### config.mk
export PLATFORM = sky130hd
export DESIGN_NAME = awr_div
export DESIGN_NICKNAME = d
export VERILOG_FILES = /design/src/rtl/core/awr_pkg.sv /design/src/rtl/core/awr_div.sv
export SDC_FILE = /design/constraint.sdc
export NUM_CORES = 1
export LEC_CHECK = 0
export BUFFER_PORTS_ARGS = -buffer_cell sky130_fd_sc_hd__buf_2
export CAP_MARGIN = 20
export CORE_ASPECT_RATIO = 1.2
export CORE_MARGIN = 2
export CORE_UTILIZATION = 58
export CTS_BUF_LIST = sky130_fd_sc_hd__clkbuf_8
export DETAILED_ROUTE_END_ITERATION = 12
export PLACE_DENSITY = 0.91
export SLEW_MARGIN = 25
export SYNTH_ARGS = -nofsm -noshare
export SYNTH_HDL_FRONTEND = slang
export SYNTH_SLANG_ARGS = --single-unit
### constraint.sdc
create_clock -name clk -period 6.4 [get_ports clk]
set_input_delay 1.28 -clock clk [delete_from_list [all_inputs] [get_ports clk]]
set_output_delay 1.28 -clock clk [all_outputs]
set_load 0.02 [all_outputs]
### src/rtl/core/awr_pkg.sv
package awr_pkg;

	localparam int MAX_WIDTH    = 256;
	localparam int MAX_HEIGHT   = 128;
	localparam int MAX_CHANNELS = 8;
	localparam int STORE_SIZE   = MAX_WIDTH * MAX_HEIGHT;
	localparam int ADDR_W       = $clog2(STORE_SIZE);
	localparam int DIV_W        = 16;

	localparam logic [7:0] GRAY_FULL = 8'hFF;

	localparam logic [1:0] OP_START = 2'd0;
	localparam logic [1:0] OP_DRAW  = 2'd1;
	localparam logic [1:0] OP_READ  = 2'd2;

	localparam logic [1:0] REG_WIDTH    = 2'd0;
	localparam logic [1:0] REG_HEIGHT   = 2'd1;
	localparam logic [1:0] REG_CHANNELS = 2'd2;
	localparam logic [1:0] REG_SPC      = 2'd3;

	typedef struct packed {
		logic             start;
		logic [DIV_W-1:0] dividend;
		logic [DIV_W-1:0] divisor;
	} div_req_t;

	typedef struct packed {
		logic             done;
		logic [DIV_W-1:0] quot;
	} div_rsp_t;

	function automatic logic [8:0] clamp_width(input logic [8:0] v);
		if (v == 9'd0) return 9'd1;
		if (v > 9'(MAX_WIDTH)) return 9'(MAX_WIDTH);
		return v;
	endfunction

	function automatic logic [7:0] clamp_height(input logic [7:0] v);
		if (v == 8'd0) return 8'd1;
		if (v > 8'(MAX_HEIGHT)) return 8'(MAX_HEIGHT);
		return v;
	endfunction

	function automatic logic [3:0] clamp_chan(input logic [3:0] v);
		if (v == 4'd0) return 4'd1;
		if (v > 4'(MAX_CHANNELS)) return 4'(MAX_CHANNELS);
		return v;
	endfunction

endpackage

### src/rtl/core/awr_div.sv
module awr_div (
	input  logic             clk,
	input  logic             arst_n,
	input  awr_pkg::div_req_t req,
	output awr_pkg::div_rsp_t rsp
);
	import awr_pkg::*;

	logic [DIV_W:0]   rem_q;
	logic [DIV_W-1:0] dvd_q;
	logic [DIV_W-1:0] dvs_q;
	logic [DIV_W-1:0] quo_q;
	logic [4:0]       cnt_q;
	logic             busy_q;
	logic             done_q;
	logic [DIV_W:0]   shifted;
	logic             fits;

	assign shifted = {rem_q[DIV_W-1:0], dvd_q[DIV_W-1]};
	assign fits    = shifted >= {1'b0, dvs_q};

	always_ff @(posedge clk or negedge arst_n) begin
		if (!arst_n) begin
			busy_q <= 1'b0;
			done_q <= 1'b0;
			cnt_q  <= '0;
		end else begin
			done_q <= 1'b0;
			if (req.start && !busy_q) begin
				busy_q <= 1'b1;
				cnt_q  <= 5'(DIV_W);
			end else if (busy_q) begin
				cnt_q <= cnt_q - 5'd1;
				if (cnt_q == 5'd1) begin
					busy_q <= 1'b0;
					done_q <= 1'b1;
				end
			end
		end
	end

	// one quotient bit per cycle, restoring
	always_ff @(posedge clk) begin
		if (req.start && !busy_q) begin
			rem_q <= '0;
			dvd_q <= req.dividend;
			dvs_q <= req.divisor;
			quo_q <= '0;
		end else if (busy_q) begin
			rem_q <= fits ? (shifted - {1'b0, dvs_q}) : shifted;
			dvd_q <= {dvd_q[DIV_W-2:0], 1'b0};
			quo_q <= {quo_q[DIV_W-2:0], fits};
		end
	end

	assign rsp.done = done_q;
	assign rsp.quot = quo_q;

endmodule

After elaboration in Yosys (flattened, before gate mapping) --
Index checks and enable logic that the tools add are counted.
Word-level totals: output and inout bits 17, bits in registers 71, word-level logic and storage cells 25, input port bits 35
Operators by class: add/sub/neg operators 2, equal/unequal tests 1, multiplexer cells 11, magnitude comparators 1, reduce and logical (&&, ||, !) cells 3
Operator list (number):
- 2-to-1 mux 16 bit | 3
- greater-or-equal comparator 17 x 16 -> 1 bit | 1
- subtractor 16 bit | 1
- 2-to-1 mux 5 bit | 2
- 2-to-1 mux 1 bit | 6
- equality test 5 x 1 -> 1 bit (second input constant) | 1
- subtractor 5 x 1 -> 5 bit (second input constant) | 1
- nonzero test 2 bit | 1
- logical AND 1 bit | 1
- logical NOT 1 bit | 1

Logic depth before layout (Yosys ltp) --
Gate-level depths: netlist (run 1).
depth in word-level cells 4, mapped depth 11, depth with buffers taken out 9

Worst setup path after synthesis (run 1) --
OpenSTA, ideal clock, no wires.
path kind input -> register, start point input port req[32] in the netlist's numbering, end point register dvd_q[10], data pin, slack 3.691 ns, required time 6.140 ns, path buffers 2, stages 4, data arrival time 2.449 ns, setup time 0.260 ns, cells stage by stage nor2b_1 > clkbuf_1 > buf_2 > mux2_2
On the way: word-level cells in the longest chain between the ends 2
Ends and longest elaborated chain:
- start: declaration | RTL line awr_div.sv:4 | input awr_pkg::div_req_t req,
- logical AND 1 bit | RTL line awr_div.sv:44 | if (req.start && !busy_q) begin
- 2-to-1 mux 16 bit | RTL line awr_div.sv:44
- end signal: assignment | RTL line awr_div.sv:46 | dvd_q <= req.dividend;
- end signal: assignment | RTL line awr_div.sv:51 | dvd_q <= {dvd_q[DIV_W-2:0], 1'b0};
- end: declaration | RTL line awr_div.sv:10 | logic [DIV_W-1:0] dvd_q;
No other way between the ends. A chain may end at the register's enable or synchronous reset.

Worst setup path after layout (run 1) --
start point register dvs_q[4], end point register rem_q[5]
On the way: word-level cells in the longest chain between the ends 2, elaborated cells between the ends (all ways) 3, those cells by class add/sub: 1; order compare: 1; mux: 1
Ends and longest elaborated chain:
- start: declaration | RTL line awr_div.sv:11 | logic [DIV_W-1:0] dvs_q;
- start signal: assignment | RTL line awr_div.sv:47 | dvs_q <= req.divisor;
- subtractor 16 bit or greater-or-equal comparator 17 x 16 -> 1 bit (tied branches) | RTL line awr_div.sv:50, awr_div.sv:20
- 2-to-1 mux 16 bit * | RTL line awr_div.sv:50 | rem_q <= fits ? (shifted - {1'b0, dvs_q}) : shifted;
- end signal: assignment | RTL line awr_div.sv:50
- end: declaration | RTL line awr_div.sv:9 | logic [DIV_W:0] rem_q;
Mark *: on every way between the ends. The rest lies on a longest branch, timed or not.

==> results of run 1 <==
## metal layers
layer,global-route usage,share of wire,vias up
met1,0.287,0.39,1294
met2,0.399,0.51,115
met5,0,0,-
li1,-,-,1328
met4,0.154,0.046,0
met3,0.0519,0.053,33
## power groups by stage
| stage | sequential [mW] | combinational, mW | clock (mW) |
|---|---|---|---|
| final | 0.805 | 1.00 | 0.321 |
| after global routing | 0.821 | 1.10 | 0.345 |
| after detailed placement | 0.809 | 0.962 | 0 |
| after global placement | 0.803 | 0.916 | 0 |
| after CTS | 0.801 | 0.988 | 0.327 |
| after floorplan | 0.834 | 0.725 | 0 |
## worst reg2reg max path, delay by kind of cell (launching register included)
family | cells | cell delay (ns)
and+or+nand+nor | 2 | 0.43
DFF | 1 | 0.33
AOI/OAI and AO/OA | 4 | 1.70
adders and majority gates | 1 | 0.36
buffers and inverters | 1 | 0.04
## path summary, 6_finish.rpt
check	startpoint	end	slack, ns
min in group asynchronous	arst_n	done_q$_DFF_PN0_	0.75
setup / recovery	dvs_q[4]$_DFFE_PP_	rem_q[5]$_SDFFE_PP0P_	3.40
hold / removal	rem_q[15]$_SDFFE_PP0P_	rem_q[15]$_SDFFE_PP0P_	0.49
hold reg to reg	rem_q[15]$_SDFFE_PP0P_	rem_q[15]$_SDFFE_PP0P_	0.49
setup reg to reg	dvs_q[4]$_DFFE_PP_	rem_q[5]$_SDFFE_PP0P_	3.40
max in group asynchronous	arst_n	cnt_q[3]$_DFFE_PN0P_	5.49
## cells in the mapped netlist (3+ instances only)
master / instances
sky130_fd_sc_hd__ha_1: 18
sky130_fd_sc_hd__o21ai_0: 29
sky130_fd_sc_hd__and3_1: 3
sky130_fd_sc_hd__nand4_1: 3
sky130_fd_sc_hd__nand2_1: 53
sky130_fd_sc_hd__edfxtp_1: 32
sky130_fd_sc_hd__xnor2_1: 8
sky130_fd_sc_hd__xor2_1: 8
sky130_fd_sc_hd__dfxtp_1: 32
sky130_fd_sc_hd__buf_6: 3
sky130_fd_sc_hd__nand3_1: 12
sky130_fd_sc_hd__a21o_1: 4
sky130_fd_sc_hd__buf_1: 3
sky130_fd_sc_hd__buf_2: 4
sky130_fd_sc_hd__a32oi_1: 8
sky130_fd_sc_hd__clkbuf_1: 8
sky130_fd_sc_hd__mux2_2: 15
sky130_fd_sc_hd__nor2_1: 9
sky130_fd_sc_hd__o31ai_1: 4
sky130_fd_sc_hd__dfrtp_1: 7
sky130_fd_sc_hd__o311ai_0: 5
sky130_fd_sc_hd__inv_1: 22
sky130_fd_sc_hd__a21oi_1: 13
sky130_fd_sc_hd__nor3_1: 5
## cells in the final DEF, fill, tap and decap left out, drive strengths merged, types with 9 or more instances in the layout
master / synthesis / layout
buf: 11 / 54
nand2: 53 / 53
edfxtp: 32 / 32
dfxtp: 32 / 32
o21ai: 30 / 30
inv: 22 / 25
ha: 18 / 18
mux2: 15 / 15
a21oi: 15 / 15
nand3: 12 / 12
clkbuf: 8 / 10
nor2: 9 / 9
## final cells by class
cell class	instances	area share
inverter	22	0.0208
clock buffer	10	0.0347
multi-input combinational	228	0.391
tap	82	0.0259
clock inverter	6	0.00916
sequential	71	0.448
timing repair buffer	54	0.0701
## flip-flops by register name, summed over array words and instances (netlist names)
signal	flops
dvd_q	16
busy_q	1
done_q	1
rem_q	16
cnt_q	5
dvs_q	16
quo_q	16
## kinds of logic (layout without fill, tap and decap cells)
logic type | Yosys count | after routing
fa+ha+maj | 19 | 19
simple gates | 91 | 91
xor+xnor | 16 | 16
compound gates | 87 | 87
mux | 15 | 15
buf+inv | 41 | 92
flops | 71 | 71
## through the flow
step / cell area, µm² / setup slack [ns] / hold slack [ns] / utilization / cells
2_1_floorplan: 3510 / 3.69 / 0.437 / - / 340
3_3_place_gp: 3790 / 3.45 / 0.456 / 0.638 / 457
3_5_place_dp: 3790 / 3.39 / 0.469 / 0.638 / 457
4_1_cts: 3960 / 3.47 / 0.486 / 0.668 / 473
5_1_grt: 3960 / 3.19 / 0.522 / 0.668 / 473
6_report: 3960 / 3.40 / 0.485 / 0.668 / 473
==> reports/results.tsv, run 1 <==
stage	metric	value	unit
power_and_ir_drop	power.ir.vdd_worst	0.324	mV
power_and_ir_drop	seq_power_share	0.378	
synth	yosysSeqAreaShare	0.506	
cells_and_area	regArea	0.00178	mm²
clocking	cts-resized-gates	0	
critical_path	critical_path.slowest_cell	sky130_fd_sc_hd__o31a_1	
sta	period_minus_slack	3.00	ns
clocking	clk_pin_slew	0.08	ns
critical_path	worst_setup_path_end_kind	flop	
synth	synth_top_area_frac	0.274	
cells_and_area	ant_cells	0	
global_routing	first_pass_grt_wire_length	12100	µm
global_routing	globalRoute.totalOverflow	0	
synth	synth-xor-area-share	0.0399	
cells_and_area	fin_nets	440	
critical_path	worst_r2r_path_depth	8	
die	initial_core_util	0.591	
route	drt_first_pass_iters	5	
synth	synth_largest_area_cell	sky130_fd_sc_hd__edfxtp_1	
global_routing	grt_pass1_vias	2641	
power_and_ir_drop	power.clock.fraction	0.151	
die	floorplan.core_area	0.00593	mm²
route	ant_nets	0	
global_routing	grt.total_usage	0.243	
synth	synth-compound-area-share	0.170	
sta	fin_setup_tns	0	ns
sta	timing.slew.headroom	0.326	
route	route.detailed.wl_per_inst	16.1	µm
synth	synth-async-reset-ratio	0.0986	
synth	synth_cells	340	
synth	synth_top_flop_cell	sky130_fd_sc_hd__edfxtp_1	
clocking	worst_skew_pair.late_latency	0.35	ns
power_and_ir_drop	switching_power	891	µW
critical_path	worstPathRequired	6.63	ns
route	initialDrtViolationCount	290	
place	detailed_place_hpwl	5050	µm
critical_path	path_buf_inv	1	
clocking	cts_tree	yes	
sta	final_hold_violations	0	
synth	synth.ff_latch_count	71	
critical_path	cp_top_family	compound AO/OA/AOI/OAI gates	
critical_path	critPathMaxFanout	28	
synth	synth.area.mux_share	0.0481	
clocking	cts_hold_buf	0	
die	fp.dieArea	0.00669	mm²
die	pin_count	52	
clocking	cts.htree.levels	3	
critical_path	logic_depth_of_the_worst_setup_path_including_buffers	8	
clocking	cts_root_buf	sky130_fd_sc_hd__clkbuf_8	
job	max_cap_violation_count	0	
synth	synthesis_warnings	0	
critical_path	max_stage_delay	0.85	ns
sta	timing_worst_slew_pin_value	1.01	ns
sta	largest_clock_skew_in_the_final_design	0.0105	ns
die	fp.dieH	89.2	µm
sta	final.period_utilization	0.469	
clocking	cts_buf_count	9	
power_and_ir_drop	static-leakage-power	1.70	nW
place	io_buf_count	51	
cells_and_area	areaGrowthSynthToFinish	12.9	%
synth	synth-adder-area-share	0.0699	
clocking	clock-sinks	71	
die	die_x	75	µm
clocking	cts-root-to-sink-buffers	2	
power_and_ir_drop	power.combinational.fraction	0.471	
power_and_ir_drop	totalPowerFinal	2.13	mW
route	via_count	2770	
synth	synth-simple-area-share	0.112	
status	outcome	finished, final reports clean	
sta	maxClockFrequency	0.333	GHz
hold_path	min_path_cells	2	
route	post_drt_via_cell_ratio	5.86	
place	finalWeightedCongestion	0.864	
route	detail_route.wirelength	7620	µm
die	rows	31	
global_routing	number_of_antenna_violations_at_the_first_check_in_global_routing	0	
global_routing	pin_count_of_the_biggest_net_entering_global_routing	30	
synth	synth.lib_cells_used.distinct	51	
synth	nets_in_the_synthesized_netlist	394	
synth	synth-edff-count	32	
cells_and_area	area_used_by_multi_input_combinational_logic	0.00155	mm²
power_and_ir_drop	netSwitchingFraction	0.419	
power_and_ir_drop	power_density	537	mW/mm²
synth	synthesis.area	0.00351	mm²
critical_path	critical_path.cell_chain	inv_1 -> ha_1 -> a211oi_2 -> nor2_1 -> o41ai_2 -> o31a_1 -> nand2b_1 -> o21ai_0	
cells_and_area	final_layout_size_suffix_gt1_frac	0.233	
sta	report.final.slew_viol_count	0	
power_and_ir_drop	intPower	1.24	mW
sta	setup-violations-final	0	
critical_path	worst-endpoint-arrival	3.23	ns
critical_path	setup.worst_path.start_class	flop	
synth	synth.top_cells.by_area	sky130_fd_sc_hd__edfxtp_1 (27%), sky130_fd_sc_hd__dfxtp_1 (18%), sky130_fd_sc_hd__ha_1 (6.4%)	
route	drc	0	
hold_path	min-delay-path-class	flop to flop	
critical_path	type_of_the_setup_path_with_the_least_slack	flop to flop	
synth	synth_top_family_by_area	compound AO/OA/AOI/OAI gates	
sta	grt_setup_unrepaired	no	
synth	postSynthAreaPerCell	10.3	µm²
clocking	cts.repair_timing.setup_buffer_count	0	
cells_and_area	filler_cell_count	419	
Power figures use the tool's default switching activity.
==> inputs of run 2 (changes only) <==
- clock period: 6.4 -> 3 ns (I/O delays scaled with it)
==> run 2 against run 1 <==
- combinational power grew 110%
- register-to-register slack lost 2.9 ns
- sequential power grew 110%
- maximum frequency grew 19%
- sequential cell count is the same
- via count shrank 1.8%
- largest power group unchanged
==> reports/results.tsv, run 2 (synthesis gave the netlist of run 1 again) <==
stage	metric	value	unit
status	outcome	finished, final reports clean	
route	drc	0	
sta	grt_setup_unrepaired	no	
route	drt_first_pass_iters	5	
sta	maxClockFrequency	0.396	GHz
cells_and_area	final_layout_size_suffix_gt1_frac	0.239	
clocking	worst_skew_pair.late_latency	0.35	ns
sta	setup-violations-final	0	
sta	largest_clock_skew_in_the_final_design	0.0101	ns
sta	final_hold_violations	0	
critical_path	critPathMaxFanout	3	
clocking	cts_tree	yes	
route	route.detailed.wl_per_inst	15.2	µm
die	die_x	75	µm
critical_path	worst_r2r_path_depth	9	
global_routing	globalRoute.totalOverflow	0	
die	fp.dieArea	0.00669	mm²
place	io_buf_count	51	
clocking	cts.htree.levels	3	
cells_and_area	layout.cell_area.non_filler	0.00404	mm²
route	initialDrtViolationCount	153	
critical_path	worst_setup_path_end_kind	flop	
die	fp.dieH	89.2	µm
die	pin_count	52	
place	finalWeightedCongestion	0.938	
route	post_drt_via_cell_ratio	5.72	
clocking	clock-sinks	71	
global_routing	pin_count_of_the_biggest_net_entering_global_routing	30	
critical_path	worst-endpoint-arrival	2.76	ns
place	detailed_place_hpwl	5210	µm
cells_and_area	areaGrowthSynthToFinish	15.2	%
clocking	clk_pin_slew	0.08	ns
clocking	cts_root_buf	sky130_fd_sc_hd__clkbuf_8	
sta	final.period_utilization	0.843	
sta	fin_setup_tns	0	ns
global_routing	grt_pass1_vias	2535	
clocking	cts.repair_timing.setup_buffer_count	0	
cells_and_area	most_common_cell_after_layout_fill_and_taps_aside	sky130_fd_sc_hd__nand2_1	
clocking	cts_buf_count	9	
sta	period_minus_slack	2.53	ns
critical_path	worstPathRequired	3.24	ns
die	rows	31	
power_and_ir_drop	power.ir.vdd_worst	0.701	mV
route	ant_nets	0	
sta	setup_slack	0.472	ns
cells_and_area	fin_nets	443	
route	detail_route.wirelength	7230	µm
die	floorplan.core_area	0.00593	mm²
critical_path	type_of_the_setup_path_with_the_least_slack	flop to flop	
critical_path	r2r-end	rem_q[12]$_SDFFE_PP0P_	
job	max_cap_violation_count	0	
global_routing	first_pass_grt_wire_length	11800	µm
critical_path	setup.worst_path.start_class	flop	
clocking	cts-resized-gates	0	
critical_path	worstReg2RegStart	dvd_q[15]$_DFFE_PP_	
route	via_count	2721	
clocking	cts_hold_buf	0	
sta	timing.slew.headroom	0.451	
critical_path	setup.reg_to_reg.worst_slack	0.47	ns
global_routing	grt.total_usage	0.236	
hold_path	min-delay-path-class	input pin to async pin	
sta	timing_worst_slew_pin_value	0.822	ns
die	initial_core_util	0.591	
cells_and_area	mostFrequentLayoutCells	sky130_fd_sc_hd__nand2_1 (53), sky130_fd_sc_hd__buf_2 (51), sky130_fd_sc_hd__edfxtp_1 (32), sky130_fd_sc_hd__dfxtp_1 (32), sky130_fd_sc_hd__o21ai_0 (29)	
power_and_ir_drop	power_density	1160	mW/mm²
cells_and_area	ant_cells	0	
sta	report.final.slew_viol_count	0	
clocking	cts-root-to-sink-buffers	2	
global_routing	number_of_antenna_violations_at_the_first_check_in_global_routing	0	
place	place_worst_setup_slack	0.505	ns
power_and_ir_drop	static-leakage-power	1.74	nW
place	placed_area	0.00381	mm²
[run 2: per-stage QoR]
| stage | total power, mW | instances | hold WS, ns | utilization |
|---|---|---|---|---|
| CTS | 4.69 | 476 | 0.0652 | 0.681 |
| finish | 4.69 | 476 | 0.0737 | 0.681 |
| global placement | 3.71 | 460 | 0.436 | 0.642 |
| floorplan | 3.33 | 340 | 0.304 | - |
| global route | 5.02 | 476 | 0.0718 | 0.681 |
| detailed placement | 3.81 | 460 | 0.440 | 0.642 |
[run 2: report_power, final]
part           total [mW]  switching (mW)  leakage [nW]  internal (mW)
Combinational        2.10            1.20         0.935          0.897
Clock               0.874           0.359         0.122          0.514
Sequential           1.72           0.273         0.681           1.45
[run 2: area by class of cell]
| type | count | area (µm²) |
|---|---|---|
| clock inverter | 5 | 78.8 |
| multi-input combinational | 228 | 1550 |
| sequential | 71 | 1780 |
| inverter | 22 | 82.6 |
| timing repair buffer | 57 | 300 |
| tap | 82 | 103 |
| fill | 439 | 1890 |
| clock buffer | 11 | 151 |
[run 2: how the worst max path moves through the flow]
stage	slack, ns	cells past startpoint	from	endpoint
detailed placement	0.50	9	dvd_q[15]$_DFFE_PP_	rem_q[12]$_SDFFE_PP0P_
global route	0.24	9	dvs_q[2]$_DFFE_PP_	rem_q[7]$_SDFFE_PP0P_
global placement	0.61	9	dvd_q[15]$_DFFE_PP_	rem_q[12]$_SDFFE_PP0P_
finish	0.47	9	dvd_q[15]$_DFFE_PP_	rem_q[12]$_SDFFE_PP0P_
floorplan	0.77	9	dvd_q[15]$_DFFE_PP_	rem_q[12]$_SDFFE_PP0P_
CTS	0.50	9	dvd_q[15]$_DFFE_PP_	rem_q[12]$_SDFFE_PP0P_
[run 2: critical path, stage by stage (launching register included)]
cell and delay, ns:
sky130_fd_sc_hd__edfxtp_1 0.36, sky130_fd_sc_hd__inv_1 0.05, sky130_fd_sc_hd__ha_1 0.23, sky130_fd_sc_hd__fa_1 0.41, sky130_fd_sc_hd__nor2b_1 0.22, sky130_fd_sc_hd__o2111ai_1 0.21, sky130_fd_sc_hd__a21bo_2 0.30, sky130_fd_sc_hd__o31ai_1 0.25
sky130_fd_sc_hd__a2111oi_2 0.09, sky130_fd_sc_hd__a221o_1 0.30
[run 2: per-layer routing]
metal	wire [µm]	share of wire	GRT usage	vias up
li1	-	-	-	1335
met1	3000	0.41	0.307	1258
met2	3580	0.49	0.374	105
met3	431	0.060	0.0541	23
met4	227	0.031	0.106	0
met5	0	0	0	-
